--- src/rtl/cfa_ram.sv ---
// Generic single-write, single-read synchronous RAM with a registered read.
// Stand-alone; no package needed.
module cfa_ram #(
    parameter int WIDTH = 8,
    parameter int DEPTH = 16
) (
    input  logic                     clk,
    input  logic                     we,
    input  logic [$clog2(DEPTH)-1:0] waddr,
    input  logic [WIDTH-1:0]         wdata,
    input  logic [$clog2(DEPTH)-1:0] raddr,
    output logic [WIDTH-1:0]         rdata
);

    logic [WIDTH-1:0] mem [DEPTH];

    // Write port and registered read port.
    always_ff @(posedge clk)
    begin
        if (we)
        begin
            mem[waddr] <= wdata;
        end
        rdata <= mem[raddr];
    end

endmodule

--- config.mk ---
export PLATFORM = sky130hd
export DESIGN_NAME = cfa_ram
export DESIGN_NICKNAME = d
export VERILOG_FILES = /design/src/rtl/cfa_ram.sv
export SDC_FILE = /design/constraint.sdc
export NUM_CORES = 1
export LEC_CHECK = 0
export BUFFER_PORTS_ARGS = -buffer_cell sky130_fd_sc_hd__buf_4
export CAP_MARGIN = 15
export CORE_ASPECT_RATIO = 1.1
export CORE_MARGIN = 2
export CORE_UTILIZATION = 57
export CTS_CLUSTER_SIZE = 25
export DETAILED_ROUTE_END_ITERATION = 12
export HOLD_SLACK_MARGIN = 0.15
export PLACE_DENSITY = 0.75
export SLEW_MARGIN = 30
export SYNTH_ARGS = -nofsm -noshare
export SYNTH_HDL_FRONTEND = slang
export SYNTH_SLANG_ARGS = --single-unit
--- constraint.sdc ---
create_clock -name clk -period 4.2 [get_ports clk]
set_clock_uncertainty 0.15 [all_clocks]
set_input_delay 0.42 -clock clk [delete_from_list [all_inputs] [get_ports clk]]
set_output_delay 0.42 -clock clk [all_outputs]
set_load 0.02 [all_outputs]
Word-level counts from Yosys, hierarchy flattened
Memories as Yosys holds them, arrays and structs flattened. A register that Yosys moved wholly into a read port is not among the register bits.
Cells that the tools add are included.
{ "classes": {"bitwise": 0, "reduce_logical": 0, "shift": 0, "n_addsub": 0, "muxes": 2, "n_mul": 0, "div": 0, "magnitude_cmp": 0, "eq_ne": 0} }
{ "op_table": {"columns": ["cell", "count"], "rows": [
  ["$mux W1", 2]
]} }
{ "totals": {"ramBits": 128, "rom_bits": 0, "latch_bits": 0, "n_memories": 1, "word_cells": 3, "reg_bits": 0} }
{ "mem_list": {"columns": ["name", "depth", "word_bits", "read_ports", "rd_ports_with_merged_regs", "write_ports", "line_no", "source"], "rows": [
  ["mem", 16, 8, 1, 1, 1, "15", "logic [WIDTH-1:0] mem [DEPTH];"]
]} }

Longest topological paths before layout
{ "logic_depth": {"depth_word": 2, "ltp_mapped": 5, "depth_no_buf": 3} }

Least setup slack after synthesis
No wires, ideal clock.
{ "synth_timing": {"path_type": "input to register", "startpoint": "input waddr[2]", "endpoint": "memory mem[0][0] (enable)", "path_slack_ns": 2.137, "path_stages": 2, "t_arrival_ns": 1.530, "cell_sequence": "or3b_2 > nor3_1"} }
{ "synth_lines": {"columns": ["item", "line_no", "source"], "rows": [
  ["from (decl)", "9", "input logic [$clog2(DEPTH)-1:0] waddr,"],
  ["to (decl)", "15", null]
]} }
No word-level cell before the write port.

==> flow_metrics.tcl <==
set metrics [dict create \
    grt_pass1_vias 2485 \
    maxSlewViolCount 0 \
    vias_per_cell 6.193 \
    slew_headroom 0.3894 \
    layout_common_cells "128 x edfxtp_1, 27 x buf_4, 18 x mux4_2" \
    period_minus_slack_ns 1.693 \
    portBuffers 25 \
    gp_congestion 0.7235 \
    cts_setup_buffers 0 \
    use_met2 0.3343 \
    syn_to_final_growth_pct 18.98 \
    yosysTopAreaCell "edfxtp_1" \
    avgRoutedWirePerCell_um 24.87 \
    powerDensity_nw_per_um2 527.2 \
    drtIter0Drc 271 \
    drv_cap 0 \
    ant_nets 0 \
    overflow 0 \
    syn_inst 229 \
    fmax_ghz 0.5907 \
    p_int_w 0.002570 \
    diodes 0 \
    path_cells "buf_4 > mux4_1 > a22oi_1 > nand2_1" \
    fin_cells 400 \
    hold_slack_ns 0.1752 \
    hold_depth 2 \
    cts.sinks 136 \
    cp_slowest_stage_delay_ns 0.65 \
    slowest_stage "mux4_1" \
    status "completed" \
    grt_pass1_wl_um 15040 \
    finalHoldViolCount 0 \
    required_ns 4.44 \
    drive_gt1_frac 0.2867 \
    met1_usage 0.3294 \
    comb_power_share 0.049 \
    setup_tns_ns 0 \
    path_class "in -> reg" \
    p_switching_w 0.0006594 \
    crit_arrival_ns 1.94 \
    regArea_um2 4004 \
    tightestPinTransition_ns 0.9126 \
    syn_nets 247 \
    yosysSeqAreaShare 0.7778 \
    rsz0062_at_grt "false" \
    dieArea_um2 9807 \
    cts-root-buf "clkbuf_8" \
    grt-busiest-layer "met2" \
    grtUsageMet3 0.06036 \
    synth_top_cell_area_share 0.7467 \
    drt_first_pass_iters 5 \
    finalCritPeriodShare 0.4031 \
    vias 2477 \
    r2r_cells 3 \
    irDropWorstVdd_mv 0.2746 \
    layout.nets 291 \
    grt_max_degree 33 \
    routed_wl_um 9949 \
    clk_pin_slew_ns 0.06 \
    pwr-share-seq 0.473 \
    cts_tree "yes" \
    hp-class "in -> reg" \
    multi_input_area_um2 1072 \
    coreArea_um2 8828 \
    clk_latency_ns 0.52 \
    dpl.hpwl_um 5547 \
    initial_core_util 0.5830 \
    h-tree-depth 4 \
    clk_path_buf_depth 2 \
    leakage_nw 2.055 \
    fillers 545 \
    die_y_um 103.7 \
    clkPwrFrac 0.478 \
    holdBufCountCts 8 \
    cp-end-kind "register" \
    setup_viol 0 \
    crit_fanout 32 \
    final_common_cell "edfxtp_1" \
    ios 26 \
    synth_area_leaders "edfxtp_1 75%, mux4_2 7.9%, mux4_1 7.1%" \
    startpoint_type "input pin" \
    drc 0 \
    dp.cells 360 \
    cts_inserted_buffers 17 \
    synth_cell_types 19 \
    yosysWarningCount 0 \
    grtUsageTotal 0.2253 \
    finish.utilization 0.6937 \
    die_x_um 94.61 \
    fp-row-count 36 \
    p_sw_frac 0.2042 \
    syn_avg_cell_area_um2 22.48 \
    antenna_found_initial 0 \
    ys_ff_latch 136 \
    power_w 0.003229 \
    netlist_area_um2 5147 \
    cts_resized 0 \
]
## Yosys cell counts
| cell | number |
|---|---|
| nand3_1 | 1 |
| mux4_2 | 18 |
| and2_1 | 1 |
| or3b_2 | 1 |
| and2b_1 | 1 |
| buf_6 | 3 |
| nor2_1 | 13 |
| nand2b_1 | 2 |
| buf_2 | 3 |
| a22oi_1 | 16 |
| nor2b_1 | 1 |
| clkdlybuf4s25_2 | 3 |
| nand2_1 | 9 |
| dfxtp_1 | 8 |
| nand3b_1 | 2 |
| buf_4 | 1 |
| edfxtp_1 | 128 |
| mux4_1 | 14 |
| nor3_1 | 4 |
## registers in the layout, summed over array words and instances (netlist names)
signal and count:
rdata 8, mem 128
## cell families after synthesis
| group | Yosys count | synth area share |
|---|---|---|
| flops | 136 | 0.7778 |
| simple gates | 35 | 0.03184 |
| mux | 32 | 0.1502 |
| compound gates | 16 | 0.02334 |
| buf+inv | 10 | 0.01677 |
## through the flow
step,worst slack [ns],area (µm²)
3_5_place_dp,1.742,5411
4_1_cts,2.287,6115
3_3_place_gp,1.815,5406
2_1_floorplan,2.137,5147
5_1_grt,2.393,6125
6_report,2.507,6125
## final timing paths
kind	start	endpoint	slack (ns)
min reg2reg	mem[14][7]$_DFFE_PP_	rdata[7]$_DFF_P_	0.52
max reg2reg	mem[0][5]$_DFFE_PP_	rdata[5]$_DFF_P_	2.65
max	raddr[0]	rdata[5]$_DFF_P_	2.51
min	waddr[1]	mem[0][2]$_DFFE_PP_	0.18
## critical path, delay by kind of cell
kind / cells / cell delay (ns)
compound gates: 1 / 0.27
simple gates: 1 / 0.10
mux: 1 / 0.65
buf+inv: 1 / 0.48
## metal layers
layer,share of wire,wire (µm)
met5,0,0
met4,0.012,121
met3,0.060,595
met2,0.50,4976
met1,0.43,4256
## power groups by stage
stage	logic, W	registers (W)	clock network (W)
final	0.000159	0.00153	0.00154
after global routing	0.000171	0.00153	0.00161
after CTS	0.000160	0.00153	0.00156
after detailed placement	0.000152	0.00155	0
after global placement	0.000148	0.00155	0
after floorplan	0.0000770	0.00156	0
## layout make-up
| cell class | instances | share of cell area |
|---|---|---|
| sequential | 136 | 0.6537 |
| clock inverter | 14 | 0.03187 |
| timing repair buffer | 35 | 0.04617 |
| multi-input combinational | 83 | 0.1751 |
| clock buffer | 18 | 0.06987 |
| tap | 114 | 0.02329 |
Power figures use the tool's default switching activity.
