## config.mk

```make
export PLATFORM = sky130hd
export DESIGN_NAME = cfa_hole_scan
export DESIGN_NICKNAME = d
export VERILOG_FILES = /design/src/rtl/cfa_pkg.sv /design/src/rtl/cfa_hole_scan.sv
export SDC_FILE = /design/constraint.sdc
export NUM_CORES = 1
export LEC_CHECK = 0
export BUFFER_PORTS_ARGS = -buffer_cell sky130_fd_sc_hd__buf_4
export CELL_PAD_IN_SITES_DETAIL_PLACEMENT = 1
export CELL_PAD_IN_SITES_GLOBAL_PLACEMENT = 1
export CORE_ASPECT_RATIO = 0.75
export CORE_MARGIN = 3
export CORE_UTILIZATION = 35
export CTS_CLUSTER_SIZE = 16
export DETAILED_ROUTE_END_ITERATION = 16
export PLACE_DENSITY = 0.65
export SLEW_MARGIN = 20
export SYNTH_ARGS = -nofsm -noshare
export SYNTH_HDL_FRONTEND = slang
export SYNTH_SLANG_ARGS = --single-unit
```

## constraint.sdc

```tcl
create_clock -name clk -period 7.5 [get_ports clk]
set_input_delay 0.375 -clock clk [delete_from_list [all_inputs] [get_ports clk]]
set_output_delay 0.375 -clock clk [all_outputs]
set_load 0.01 [all_outputs]
```

## src/rtl/cfa_pkg.sv

```systemverilog
// Package for the contiguous fit allocator: sizes, codes, item structs and helpers.
// Used by cfa_hole_scan and contiguous_fit_allocator; depends on nothing.
package cfa_pkg;

    // Store geometry.
    localparam int MEM_UNITS  = 1024;
    localparam int OWNER_BITS = 16;
    localparam int ADDR_W     = $clog2(MEM_UNITS);

    // Owner store entry: valid bit on top of the owner id.
    localparam int OWN_W = OWNER_BITS + 1;

    // Fixed field widths of the items.
    localparam int ACTION_W = 2;
    localparam int ID_W     = 16;
    localparam int SIZE_W   = 11;
    localparam int STATUS_W = 3;
    localparam int BASE_W   = 10;
    localparam int MSIZE_W  = 11;
    localparam int POLICY_W = 2;

    // Width for lengths, limits and counters that must hold MEM_UNITS and any request size.
    localparam int LEN_W   = (ADDR_W + 1 > SIZE_W) ? ADDR_W + 1 : SIZE_W;
    localparam int OWN_X_W = (OWNER_BITS > ID_W) ? OWNER_BITS : ID_W;

    // Action codes.
    localparam logic [ACTION_W-1:0] ACT_REQUEST = 2'd0;
    localparam logic [ACTION_W-1:0] ACT_RELEASE = 2'd1;
    localparam logic [ACTION_W-1:0] ACT_FIND    = 2'd2;

    // Status codes.
    localparam logic [STATUS_W-1:0] ST_ALLOCATED   = 3'd0;
    localparam logic [STATUS_W-1:0] ST_REQ_FAILED  = 3'd1;
    localparam logic [STATUS_W-1:0] ST_FREED       = 3'd2;
    localparam logic [STATUS_W-1:0] ST_REL_FAILED  = 3'd3;
    localparam logic [STATUS_W-1:0] ST_FOUND       = 3'd4;
    localparam logic [STATUS_W-1:0] ST_NOT_FOUND   = 3'd5;

    // Fit policy codes.
    localparam logic [POLICY_W-1:0] FIT_FIRST = 2'd0;
    localparam logic [POLICY_W-1:0] FIT_NEXT  = 2'd1;
    localparam logic [POLICY_W-1:0] FIT_BEST  = 2'd2;
    localparam logic [POLICY_W-1:0] FIT_WORST = 2'd3;

    // Configuration register indexes (byte address bit 2).
    localparam logic REG_FIT_POLICY  = 1'b0;
    localparam logic REG_MEMORY_SIZE = 1'b1;

    typedef struct packed {
        logic [ACTION_W-1:0] action;
        logic [ID_W-1:0]     owner_id;
        logic [SIZE_W-1:0]   request_size;
    } cmd_item_t;

    typedef struct packed {
        logic [STATUS_W-1:0] status;
        logic [BASE_W-1:0]   base_unit;
        logic [SIZE_W-1:0]   region_size;
    } rsp_item_t;

    // One unit read back during a hole scan.
    typedef struct packed {
        logic              clear;
        logic              vld;
        logic              used;
        logic              last;
        logic [ADDR_W-1:0] idx;
    } hole_ctl_t;

    typedef struct packed {
        logic              found;
        logic [ADDR_W-1:0] base;
    } hole_res_t;

    typedef enum logic [3:0] {
        S_CLEAR,
        S_IDLE,
        S_SCAN,
        S_DRAIN,
        S_EVAL,
        S_WRITE,
        S_OWN,
        S_OWN_DRAIN,
        S_DONE
    } state_t;

    // Owner id as stored: exact compare on OWNER_BITS bits.
    function automatic logic [OWNER_BITS-1:0] to_owner(input logic [ID_W-1:0] id);
        logic [OWN_X_W-1:0] t;
        t = OWN_X_W'(id);
        return t[OWNER_BITS-1:0];
    endfunction

    // Unit address as reported in base_unit.
    function automatic logic [BASE_W-1:0] to_base(input logic [ADDR_W-1:0] a);
        logic [LEN_W-1:0] t;
        t = LEN_W'(a);
        return t[BASE_W-1:0];
    endfunction

endpackage

```

## src/rtl/cfa_hole_scan.sv

```systemverilog
// Hole tracker: follows the free runs seen during a unit scan and keeps the chosen hole.
// Depends on cfa_pkg.
module cfa_hole_scan (
    input  logic                            clk,
    input  logic                            rst_n,
    input  cfa_pkg::hole_ctl_t              ctl,
    input  logic [cfa_pkg::POLICY_W-1:0]    policy,
    input  logic [cfa_pkg::LEN_W-1:0]       req_len,
    input  logic [cfa_pkg::LEN_W-1:0]       start_lim,
    output cfa_pkg::hole_res_t              res
);
    import cfa_pkg::*;

    logic              in_run_reg, in_run_next;
    logic [ADDR_W-1:0] run_start_reg, run_start_next;
    logic [LEN_W-1:0]  run_len_reg, run_len_next;
    logic              found_reg, found_next;
    logic [ADDR_W-1:0] best_base_reg, best_base_next;
    logic [LEN_W-1:0]  best_len_reg, best_len_next;

    logic              cand_vld;
    logic [ADDR_W-1:0] cand_start;
    logic [LEN_W-1:0]  cand_len;
    logic              better;

    // Close a run when a used unit or the end of the scan is seen.
    always_comb
    begin
        in_run_next    = in_run_reg;
        run_start_next = run_start_reg;
        run_len_next   = run_len_reg;
        cand_vld       = 1'b0;
        cand_start     = run_start_reg;
        cand_len       = run_len_reg;
        if (ctl.vld)
        begin
            if (ctl.used)
            begin
                cand_vld    = in_run_reg;
                in_run_next = 1'b0;
            end
            else
            begin
                run_start_next = in_run_reg ? run_start_reg : ctl.idx;
                run_len_next   = in_run_reg ? run_len_reg + LEN_W'(1) : LEN_W'(1);
                in_run_next    = 1'b1;
                cand_vld       = ctl.last;
                cand_start     = run_start_next;
                cand_len       = run_len_next;
            end
        end
        if (ctl.clear)
        begin
            in_run_next = 1'b0;
        end
    end

    // Policy compare; the strict compares keep the lower hole on a tie.
    always_comb
    begin
        case (policy)
            FIT_BEST:  better = !found_reg || (cand_len < best_len_reg);
            FIT_WORST: better = !found_reg || (cand_len > best_len_reg);
            default:   better = !found_reg;
        endcase
    end

    always_comb
    begin
        found_next     = found_reg;
        best_base_next = best_base_reg;
        best_len_next  = best_len_reg;
        if (cand_vld && (cand_len >= req_len) && (LEN_W'(cand_start) < start_lim) && better)
        begin
            found_next     = 1'b1;
            best_base_next = cand_start;
            best_len_next  = cand_len;
        end
        if (ctl.clear)
        begin
            found_next = 1'b0;
        end
    end

    always_ff @(posedge clk or negedge rst_n)
    begin
        if (!rst_n)
        begin
            in_run_reg <= 1'b0;
            found_reg  <= 1'b0;
        end
        else
        begin
            in_run_reg <= in_run_next;
            found_reg  <= found_next;
        end
    end

    always_ff @(posedge clk)
    begin
        run_start_reg <= run_start_next;
        run_len_reg   <= run_len_next;
        best_base_reg <= best_base_next;
        best_len_reg  <= best_len_next;
    end

    assign res.found = found_reg;
    assign res.base  = best_base_reg;

    // A chosen hole always fits the request.
    a_best_fits: assert property (@(posedge clk) disable iff (!rst_n)
        found_reg |-> (best_len_reg >= req_len))
        else $error("chosen hole shorter than request");

    // After the last unit of a scan, a run stays open only when that unit was free.
    a_last_closes: assert property (@(posedge clk) disable iff (!rst_n)
        (ctl.vld && ctl.last && !ctl.clear) |=> !in_run_reg || $past(!ctl.used))
        else $error("run left open after last unit");

    // Clearing always drops the previous choice.
    a_clear_drops: assert property (@(posedge clk) disable iff (!rst_n)
        ctl.clear |=> !found_reg)
        else $error("hole kept across clear");

endmodule

```

# After elaboration in Yosys (flattened, before gate mapping)
# Cells that the tools add are included.
# classes
shifts	0
magnitude_cmp	4
n_reduce_logical	8
multipliers	0
div	0
n_mux	14
add_sub_neg	1
eq_ne	2
bitwise_logic	0
# ops
op	count
two-way mux 11 bit	3
two-way mux 10 bit	3
adder 11 x 1 -> 11 bit, second input constant	1
greater-or-equal comparator 11 bit	1
greater-than comparator 11 bit	1
< comparator 10 x 11 -> 1 bit	1
< comparator 11 bit	1
two-way mux 1 bit	7
== test 2 bit, second input constant	2
nonzero test 2 bit	2
logical AND 1 bit	3
logical OR 1 bit	2
one-hot mux 1 bit (2 select lines)	1
logical NOT 1 bit	1
# totals
memories	0
output_inout_bits	11
mem_bits_rw	0
latchBits	0
in_bits	40
rom_bits	0
ff_bits	44
wordCells	35

# Logic depth before layout (Yosys ltp)
# Gate-level depths: netlist of the first run.
# logic_depth
ltp_word	10
mapped_depth	12
mapped_depth_nobuf	11

# Worst setup path before layout of the first run
# No wires, ideal clock.
# synth_timing
path_type	input to register
from	input port ctl[12] in the netlist's numbering
to	register best_base_reg[0] (enable)
arrival_time_ns	4.313
cell_stages	11
slack_ns	2.749
path_buffers	1
setup_ns	0.438
cell_sequence	nor2b_1 buf_2 nand4_1 or3_1 a21oi_1 ha_1 o21a_1 a21oi_2 a21oi_1 or4b_1 a311oi_1
# synth_via
elab_chain_cells	5
word_cells_on_any_way	13
# synth_rtl
element	line_no	rtl
from (decl)	cfa_hole_scan.sv:6	input cfa_pkg::hole_ctl_t ctl,
two-way mux 11 bit (*)	cfa_hole_scan.sv:35	if (ctl.vld)
named net cand_len[5]	cfa_hole_scan.sv:23	logic [LEN_W-1:0] cand_len;
greater-than comparator 11 bit (tied with other cells)	cfa_hole_scan.sv:63	FIT_WORST: better = !found_reg || (cand_len > best_len_reg);
logical OR 1 bit (tied with other cells)	cfa_hole_scan.sv:63	
one-hot mux 1 bit (2 select lines) or logical AND 1 bit (tied branches)	cfa_hole_scan.sv:61, cfa_hole_scan.sv:73	
logical AND 1 bit (*)	cfa_hole_scan.sv:73	if (cand_vld && (cand_len >= req_len) && (LEN_W'(cand_start) < start_lim) && better)
to (signal assigned)	cfa_hole_scan.sv:103	best_base_reg <= best_base_next;
to (decl)	cfa_hole_scan.sv:18	logic [ADDR_W-1:0] best_base_reg, best_base_next;
# Mark *: on every way through the listed nets, which the timed path passes. The rest lies on a longest branch.
# A chain may end at the register's enable or synchronous reset.

# Worst setup path after layout of the first run
# layout_timing
from	input port ctl[11] in the netlist's numbering
to	register best_base_reg[2] (enable)
# layout_via
elab_chain_cells	6
word_cells_on_any_way	16
# layout_rtl
element	line_no
two-way mux 11 bit (*)	--
two-way mux 11 bit (*)	cfa_hole_scan.sv:35
named net cand_len[10]	cfa_hole_scan.sv:23
greater-than comparator 11 bit (tied with other cells)	cfa_hole_scan.sv:63
logical OR 1 bit (tied with other cells)	cfa_hole_scan.sv:63
one-hot mux 1 bit (2 select lines) or logical AND 1 bit (tied branches)	cfa_hole_scan.sv:61, cfa_hole_scan.sv:73
logical AND 1 bit (*)	cfa_hole_scan.sv:73
# Marked as above.

==> results of run 1 <==
==> cell usage after synthesis <==
library cell,count,area share (%)
mux2_2,10,4.8
xor2_1,4,1.5
inv_1,35,5.6
dfxtp_1,21,18
nand4b_1,1,0.37
nor3b_2,1,0.53
a22o_1,1,0.37
o21a_1,2,0.64
ha_1,32,17
a41oi_1,1,0.37
or4b_1,1,0.43
o22ai_1,1,0.27
o2111ai_1,1,0.37
a21o_1,5,1.6
o211ai_1,1,0.32
and3_1,3,0.80
nand4_1,8,2.1
or3_1,4,1.1
a211oi_1,1,0.32
nand3b_1,2,0.64
o21ai_0,10,2.1
a211o_1,1,0.37
nor2b_1,2,0.53
mux2i_1,1,0.43
a21oi_2,1,0.37
a21oi_1,13,2.8
a41o_1,1,0.43
nor3_1,1,0.21
nand3_1,2,0.43
o311ai_0,1,0.37
dfrtp_1,2,2.1
buf_2,1,0.21
buf_4,2,0.64
nand2_1,11,1.8
a221oi_1,2,0.75
a311oi_1,1,0.37
edfxtp_1,21,27
clkbuf_1,1,0.16
nor2_1,6,0.96
nand2b_1,1,0.27
nand4bb_1,1,0.48
==> final cells by class <==
type / instances / area share, %
clock buffers: 7 / 3.24
clock inverters: 1 / 1.01
inverters: 35 / 4.42
multi-input cells: 134 / 37.1
flip-flops and latches: 44 / 37.1
well taps: 81 / 3.41
repair buffers: 53 / 13.7
==> layer usage <==
metal	up-vias	GRT usage (%)	part of all wire, %
met5	-	0	0
met4	0	3.23	0.57
met3	2	3.27	2.9
met2	22	21.5	45
met1	829	21.0	51
li1	893	-	-
==> through the flow <==
stage          instance area (sq um)  hold slack [ps]  util, %  power, uW
2_1_floorplan                   2340             79.4        -        330
3_3_place_gp                    2820              161     44.2        365
3_5_place_dp                    2820              162     44.2        366
4_1_cts                         2960              241     46.3        563
5_1_grt                         2970              244     46.5        588
6_report                        2970              246     46.5        558
==> critical path, stage by stage <==
cell      delay, ps
buf_4           130
nor2b_1         390
and3_1          330
nand2_1          90
or3_1           320
a21oi_1         340
ha_1            330
a21oi_1         140
o21ai_0         140
or4b_1          570
a311oi_4        650
buf_8           240
==> how the worst max path moves through the flow <==
stage | cells after the start | endpoint | slack [ps]
floorplan | 11 | best_base_reg[0] | 2750
global placement | 11 | best_base_reg[6] | 2940
detailed placement | 11 | best_base_reg[6] | 2820
CTS | 11 | best_len_reg[8] | 3150
global route | 12 | best_len_reg[1] | 3090
finish | 12 | best_base_reg[2] | 3440
==> logic make-up after synthesis <==
logic type | after synthesis | share of synthesized area (%)
AOI/OAI and AO/OA | 43 | 11.9
xor gates and xnor gates | 4 | 1.50
adders and majority gates | 32 | 17.1
buffers and inverters | 39 | 6.63
DFF | 44 | 47.0
muxes | 11 | 5.24
and+or+nand+nor | 44 | 10.6
==> what timing repair did <==
action | 4_1_cts | 5_1_grt
setup buffers | 0 | 0
hold buffers | 1 | 0
hold endpoints to repair | 2 | 0
==> power by group through the flow <==
stage	sequential, uW	clock [uW]	combinational (uW)
CTS	273	201	89.0
floorplan	277	0	53.3
global route	275	212	101
detailed placement	279	0	87.7
finish	273	198	86.9
global placement	279	0	86.1
==> impl_results.md, run 1 <==
* Register cell area after layout at 1100 sq um
* Overall routing resource usage at 14.4%
* CP max FO at 12
* Gp weighted congestion at 0.772
* Number of gates resized after CTS at 0
* Outcome: finished clean
* TritonRoute pass-1 iters at 4
* Switch Pwr at 129 uW
* Critical Path AT at 4060 ps
* WS Path Type: in -> reg
* Internal power at 428 uW
* Area of the multi-input gates at 1100 sq um
* Count of cell types in the netlist at 41
* Number of port buffers at 50
* Clock Tree Buf Depth at 2
* Initial antenna violation count at 0
* Fmax at 246 MHz
* Clk pin slew, worst setup/hold paths at 90 ps
* Register area share after synthesis at 47.0%
* Die area at 7720 sq um
* Worst setup margin at 3440 ps
* Hold Path Class: in -> reg
* Worst hold start: ctl[13]
* Fillers at 729
* Slew @ Worst Pin at 646 ps
* Reg-to-reg endpoint: best_base_reg[2]
* Clock network power share at 35.4%
* Crit path required time at 7500 ps
* Avg Cell Area, Syn at 10.8 sq um
* DRC Markers at 0
* Reg2reg start: in_run_reg
* Placed cells at 345
* DP Wirelength at 4310 um
* Post-Route WL at 5260 um
* Antenna Cells at 0
* CTS buffer count at 5
* Post-route non-filler standard cell count at 355
* Commonest cells after routing, fill and taps aside: 51 x buf_4, 35 x inv_1, 32 x ha_1, 21 x edfxtp_1, 21 x dfxtp_1
* Synth warn at 0
* Critical Path Start Type: input pin
* Post-Syn Nets at 289
* Max Cap Violations at 0
* Place WS at 2820 ps
* Flop2flop setup slack at 3520 ps
* Grt ovf at 0
* Total number of vias at 1,746
* H-Tree Level Count at 2
* Vias in the first global route at 1,812
* Max-slew violation count at 0
* Unrepaired setup endpoints after global routing: no
* Final hold vios at 0
* # rows at 25
* Worst skew pair latency at 290 ps
* Setup TNS at 0 ps
* Area delta synth->final at 26.9%
* Worst reg2reg path depth at 10
* WHS Endpoint: in_run_reg
* PwrDens at 188 nW/um^2
* Most common cell after layout, fill and taps aside: buf_4
* Initial Utilization at 36.7%
* Worst Skew at 6.13 ps
* Antenna-violating nets left at 0
* Slew HR at 56.9%
* Net switching fraction of the power at 23.2%
* Core area at 6380 sq um
* First-pass GRT wire length at 8800 um
* Mapped Area at 2340 sq um
* Reg power frac at 49.0%
* Fin crit share at 54.1%
* Leak Pwr at 0.00139 uW
* Largest net degree at the start of global routing at 22
* Drt initial violations at 50
* IO Count at 51
* Root Driver: clkbuf_8
* Crit path time final at 4060 ps
* Clock tree sinks at 44
* Power share of the combinational group at 15.6%
* DR vias/cell at 4.92
* Die span in x at 100 um
* Hold Path Depth at 2
* Synth Instances at 217
* Nets at 345
* Share of layout cells above drive strength 1 at 26.6%
* Worst Setup SP: ctl[11]
* CP Capture Type: register
* Setup violations, final at 0
* CTS tree: built
* Avg WL per Cell at 14.8 um
* Die Height at 76.8 um
* Worst vdd ir at 0.0923 mV
* Synthesis-stage register bit count at 44
Note: power is estimated with default switching activity, not from simulation.
==> run 2, diff against run 1 <==
--- a/config.mk
+++ b/config.mk
@@ -5,6 +5,7 @@
 export SDC_FILE = /design/constraint.sdc
 export NUM_CORES = 1
 export LEC_CHECK = 0
+export ABC_AREA = 1
 export BUFFER_PORTS_ARGS = -buffer_cell sky130_fd_sc_hd__buf_4
 export CELL_PAD_IN_SITES_DETAIL_PLACEMENT = 1
 export CELL_PAD_IN_SITES_GLOBAL_PLACEMENT = 1
@@ -13,7 +14,7 @@
 export CORE_UTILIZATION = 35
 export CTS_CLUSTER_SIZE = 16
 export DETAILED_ROUTE_END_ITERATION = 16
-export PLACE_DENSITY = 0.65
+export PLACE_DENSITY = 0.7
 export SLEW_MARGIN = 20
 export SYNTH_ARGS = -nofsm -noshare
 export SYNTH_HDL_FRONTEND = slang
==> constraint.sdc (replaced) <==
create_clock -name clk -period 3.31 [get_ports clk]
set_input_delay 0.1655 -clock clk [delete_from_list [all_inputs] [get_ports clk]]
set_output_delay 0.1655 -clock clk [all_outputs]
set_load 0.01 [all_outputs]
==> impl_results.md, run 2 <==
* Overall routing resource usage at 14.7%
* Synth Instances at 291
* Worst reg2reg path depth at 19
* Nets at 422
* Clk pin slew, worst setup/hold paths at 90 ps
* Net switching fraction of the power at 21.5%
* CP Capture Type: register
* Grt ovf at 0
* Count of cell types in the netlist at 27
* DP Wirelength at 4600 um
* Antenna Cells at 0
* Clock network power share at 42.5%
* XOR/XNOR Fraction of Synth Area at 0%
* Post-Route WL at 5640 um
* Clock Tree Buf Depth at 2
* Hold Path Depth at 2
* Area delta synth->final at 26.9%
* Gp weighted congestion at 0.760
* CTS buffer count at 5
* CP max FO at 11
* Post-Syn Nets at 363
* Area leader, netlist: edfxtp_1
* Slowest CP cell: dfxtp_1
* Commonest cells after routing, fill and taps aside: 83 x nand2_1, 58 x inv_1, 53 x buf_4, 32 x ha_1
* Synth Area in Simple Gates at 22.7%
* Most frequent cell after synthesis: nand2_1
* Fin crit share at 90.7%
* Clock tree sinks at 44
* Synth warn at 0
* Synth Area in Compound Gates at 6.55%
* M2 GR Usage at 22.9%
* Worst vdd ir at 0.242 mV
* Post-synth ARST share at 4.55%
* Number of port buffers at 50
* # rows at 25
* Worst path max stage delay at 370 ps
* Setup violations, final at 0
* Max Cap Violations at 0
* DR vias/cell at 4.61
* Die Height at 78.6 um
* WS Path Type: reg -> reg
* Worst skew pair latency at 300 ps
* DRC Markers at 0
* Unrepaired setup endpoints after global routing: yes
* Multiplexer area fraction after synthesis at 0%
* Worst Skew at 14.9 ps
* Slew HR at 72.7%
* Hold Path Class: in -> reg
* First-pass GRT wire length at 9330 um
* H-Tree Level Count at 2
* Delay-heaviest family, CP: simple AND/OR/NAND/NOR gates
* Initial Utilization at 37.5%
* Crit path required time at 3310 ps
* Register area share after synthesis at 44.7%
* Most common cell after layout, fill and taps aside: nand2_1
* Final hold vios at 0
* Critical Path AT at 3000 ps
* Avg Cell Area, Syn at 8.46 sq um
* Critical Path Start Type: register
* Slew @ Worst Pin at 408 ps
* Synth area leaders: edfxtp_1 26%, dfxtp_1 17%, ha_1 16%, nand2_1 13%, inv_1 8.8%
* Core area at 6570 sq um
* Cell mode on critical path: nand2_1
* PwrDens at 427 nW/um^2
* Synthesis-stage register bit count at 44
* Die span in x at 103 um
* Vias in the first global route at 2,023
* Root Driver: clkbuf_8
* Outcome: finished clean
* Synth Flop Type: edfxtp_1
* Fmax at 333 MHz
* Finished Cell Area at 3130 sq um
* Antenna-violating nets left at 0
* Crit path time final at 3000 ps
* GR peak layer: met2
* Avg WL per Cell at 13.0 um
* Reg power frac at 45.2%
* Most instantiated cells after synthesis: 83 x nand2_1, 58 x inv_1, 32 x ha_1, 21 x dfxtp_1, 21 x edfxtp_1
* Total number of vias at 1,992
* CTS tree: built
* IO Count at 51
* EDFF count, synth at 21
* GRT met1 Usage at 21.0%
* Synth Area in Adders at 16.3%
* Initial antenna violation count at 0
* Critical Path Stages at 19
* Dpl cell area at 2950 sq um
* Share of Yosys cell area claimed by the top area cell type at 25.6%
* Postcts setup bufs at 0
* Drt initial violations at 40
* Max-slew violation count at 0
* Share of layout cells above drive strength 1 at 21.7%
* Die area at 8090 sq um
* Switch Pwr at 287 uW
* Worst path cell trace: ha_1, nand2_4, nor2_4, nand3_2, nor2_4, nand3b_2, nand2_1, nand2_1, nor2_2, ha_1, nand2_1, nor2_1, and2_1, nand2_1, nand3_1, nand2_1, nand3_1, a21oi_2, buf_4
* TritonRoute pass-1 iters at 4
* Pwr Total at 1330 uW
* Met3 usage at 3.20%
* Crit path buf inv count at 1
* Internal power at 1050 uW
* Power share of the combinational group at 12.3%
* Leak Pwr at 0.00169 uW
* Largest net degree at the start of global routing at 19
* Largest family of logic cells by synthesized area: simple AND/OR/NAND/NOR gates
* Mapped Area at 2460 sq um
==> run 2: changes by cell type after synthesis, moves of 5 or more <==
cell     change
nand2_1     +72
inv_1       +23
mux2_2      -10
nand3_1      +8
nor2_1       +6
o21ai_0      -5
==> run 2: worst paths after layout <==
kind	slack [ps]	startpoint	end
max in group asynchronous	3030	rst_n	in_run_reg
worst max register to register	310	run_len_reg[0]	best_len_reg[0]
worst min register to register	480	run_start_reg[0]	run_start_reg[0]
worst min-delay path	30	ctl[13]	found_reg
min in group asynchronous	170	rst_n	found_reg
worst max-delay path	310	run_len_reg[0]	best_len_reg[0]
==> run 2: power by group through the flow <==
stage / logic (uW) / clock network [uW] / registers, uW
global placement: 160 / 0 / 614
global route: 193 / 604 / 606
CTS: 168 / 576 / 603
floorplan: 94.6 / 0 / 613
detailed placement: 166 / 0 / 615
finish: 164 / 567 / 603
==> run 2: what timing repair did <==
item,4_1_cts,5_1_grt
hold buffers,1,0
endpoints found under the hold margin,2,0
resized for setup,0,1
endpoints found under the setup margin,0,21
==> run 2: worst reg2reg max path, stage by stage, from the launching register on <==
cell and delay (ps):
dfxtp_1 370, ha_1 220, nand2_4 70, nor2_4 110
nand3_2 110, nor2_4 170, nand3b_2 100, nand2_1 60
nand2_1 50, nor2_2 150, ha_1 270, nand2_1 90
nor2_1 70, and2_1 150, nand2_1 80, nand3_1 80
nand2_1 80, nand3_1 90, a21oi_2 150, buf_4 230
==> run 2: cells by family after synthesis <==
| logic type | after synthesis |
|---|---|
| flops | 44 |
| fa+ha+maj | 32 |
| compound gates | 30 |
| buf+inv | 63 |
| simple gates | 122 |
==> run 2: stage by stage <==
stage | TNS (ps) | std cells | setup slack [ps] | hold slack [ps] | utilization (%)
after floorplan | 0 | 291 | 219 | -130 | -
final | 0 | 432 | 306 | 29.9 | 47.6
after CTS | 0 | 432 | 169 | 22.6 | 47.5
after detailed placement | 0 | 423 | 197 | -44.3 | 45.0
after global routing | -351 | 432 | -29.4 | 11.3 | 47.6
after global placement | 0 | 423 | 357 | -40.9 | 45.0
==> run 2: routing by layer <==
metal | vias up | share of wire, %
met5 | - | 0
met4 | 0 | 0.60
met3 | 4 | 3.3
met2 | 27 | 45
met1 | 919 | 51
li1 | 1042 | -
==> run 2: area by class of cell <==
cell class,instances,area [sq um]
clock buffer,5,68.8
clock inverter,3,90.1
inverter,61,229
multi-input combinational,184,1130
sequential,44,1100
tap,81,101
timing repair buffer,54,408
fill,799,3440
==> run 3, diff against run 2 <==
--- a/config.mk
+++ b/config.mk
@@ -12,9 +12,11 @@
 export CORE_ASPECT_RATIO = 0.75
 export CORE_MARGIN = 3
 export CORE_UTILIZATION = 35
+export CTS_CLUSTER_DIAMETER = 80
 export CTS_CLUSTER_SIZE = 16
 export DETAILED_ROUTE_END_ITERATION = 16
 export PLACE_DENSITY = 0.7
+export RECOVER_POWER = 100
 export SLEW_MARGIN = 20
 export SYNTH_ARGS = -nofsm -noshare
 export SYNTH_HDL_FRONTEND = slang
==> impl_results.md, run 3 (synthesized netlist as in run 2, its figures left out) <==
* Placed cells at 423
* CTS buffer count at 5
* Worst skew pair latency at 300 ps
* Largest net degree at the start of global routing at 19
* Fmax at 333 MHz
* Total number of vias at 1,992
* Initial Utilization at 37.5%
* Area delta synth->final at 24.8%
* Die span in x at 103 um
* Leak Pwr at 0.00164 uW
* Nets at 422
* DP Wirelength at 4600 um
* Post-route non-filler standard cell count at 432
* Die Height at 78.6 um
* Slew @ Worst Pin at 408 ps
* WS Path Type: reg -> reg
* Gp weighted congestion at 0.760
* IO Count at 51
* TritonRoute pass-1 iters at 4
* Slew HR at 72.8%
* Crit path required time at 3310 ps
* Overall routing resource usage at 14.7%
* Max Cap Violations at 0
* H-Tree Level Count at 2
* Most common cell after layout, fill and taps aside: nand2_1
* Initial antenna violation count at 0
* PwrDens at 434 nW/um^2
* Worst Setup SP: run_len_reg[0]
* Antenna Cells at 0
* Max-slew violation count at 0
* Critical Path AT at 3000 ps
* Postcts setup bufs at 0
* Post-Route WL at 5660 um
* Core area at 6570 sq um
* Reg2reg start: run_len_reg[0]
* Outcome: finished clean
* Final hold vios at 0
* Hold Path Class: in -> reg
* Number of port buffers at 50
* Worst reg2reg path depth at 19
* Critical Path Start Type: register
* Unrepaired setup endpoints after global routing: yes
* Crit path time final at 3010 ps
* Commonest cells after routing, fill and taps aside: 83 x nand2_1, 58 x inv_1, 41 x buf_4, 32 x ha_1
* Cell mode on critical path: nand2_1
* Fin crit share at 90.8%
* Reg-to-reg endpoint: best_len_reg[0]
* Share of layout cells above drive strength 1 at 17.9%
* CTS tree: built
* Vias in the first global route at 2,023
* Clk pin slew, worst setup/hold paths at 90 ps
* Slowest CP cell: dfxtp_1
* Drt initial violations at 36
* Clock tree sinks at 44
* # rows at 25
* DR vias/cell at 4.61
* First-pass GRT wire length at 9330 um
* Grt ovf at 0
* CP Capture Point: best_len_reg[0]
* Root Driver: clkbuf_8
* Fillers at 803
* Avg WL per Cell at 13.1 um
* CP Capture Type: register
* Die area at 8090 sq um
* Worst vdd ir at 0.242 mV
* Flop2flop setup slack at 300 ps
* Clock Tree Buf Depth at 2
* Worst path max stage delay at 370 ps
* Antenna-violating nets left at 0
* Worst hold start: ctl[13]
* DRC Markers at 0
* Worst path cell trace: ha_1, nand2_4, nor2_4, nand3_2, nor2_4, nand3b_2, nand2_1, nand2_1, nor2_2, ha_1, nand2_1, nor2_1, and2_1, nand2_1, nand3_1, nand2_1, nand3_1, a21oi_2, buf_4
* CP max FO at 11
* Worst Skew at 14.7 ps
* Util after Layout at 46.8%
* Setup violations, final at 0
## run 3: stage by stage
stage               worst slack (ps)  power, uW  setup TNS [ps]  hold WS (ps)  cell area, sq um
finish                           304       1330               0          30.5              3070
global route                   -29.4       1400            -351          11.3              3070
CTS                              169       1350               0          22.6              3120
detailed placement               197        781               0         -44.3              2950
global placement                 357        774               0         -40.9              2950
floorplan                        219        708               0          -130              2470
## run 3: final cells by class
cell class	count	area (sq um)	area share (%)
clock buffers	5	68.8	2.24
clock inverters	3	90.1	2.93
inverters	61	229	7.45
multi-input cells	184	1120	36.4
flip-flops and latches	44	1100	35.8
well taps	81	101	3.30
repair buffers	54	363	11.8
## run 3: worst max-delay path, delay by kind of cell (launching register included)
family	cells	cell delay [ps]
compound gates	1	150
fa+ha+maj	2	490
buf+inv	1	230
flops	1	370
simple gates	15	1460
## run 3: worst min-delay path by stage
stage	to	slack, ps	depth (start not counted)
after global routing	found_reg	10	2
after floorplan	found_reg	-130	0
after detailed placement	in_run_reg	-40	1
after CTS	found_reg	20	2
final	found_reg	30	2
after global placement	in_run_reg	-40	1
## run 3: timing repair
action	4_1_cts	5_1_grt
hold buffers	1	0
endpoints found under the hold margin	2	0
endpoints found under the setup margin	0	21
gates resized for setup	0	1
## run 3: metal layers
| layer | wire length (um) | track usage, % | up-vias |
|---|---|---|---|
| met5 | 0 | 0 | - |
| met4 | 34 | 2.72 | 0 |
| met3 | 197 | 3.20 | 4 |
| met2 | 2550 | 22.9 | 27 |
| met1 | 2880 | 21.0 | 919 |
| li1 | - | - | 1042 |
## run 3: power by group
part           switching (uW)  internal [uW]  leakage (uW)
Combinational            89.0           73.8       0.00117
Clock                     190            378     0.0000784
Sequential               8.37            595      0.000398
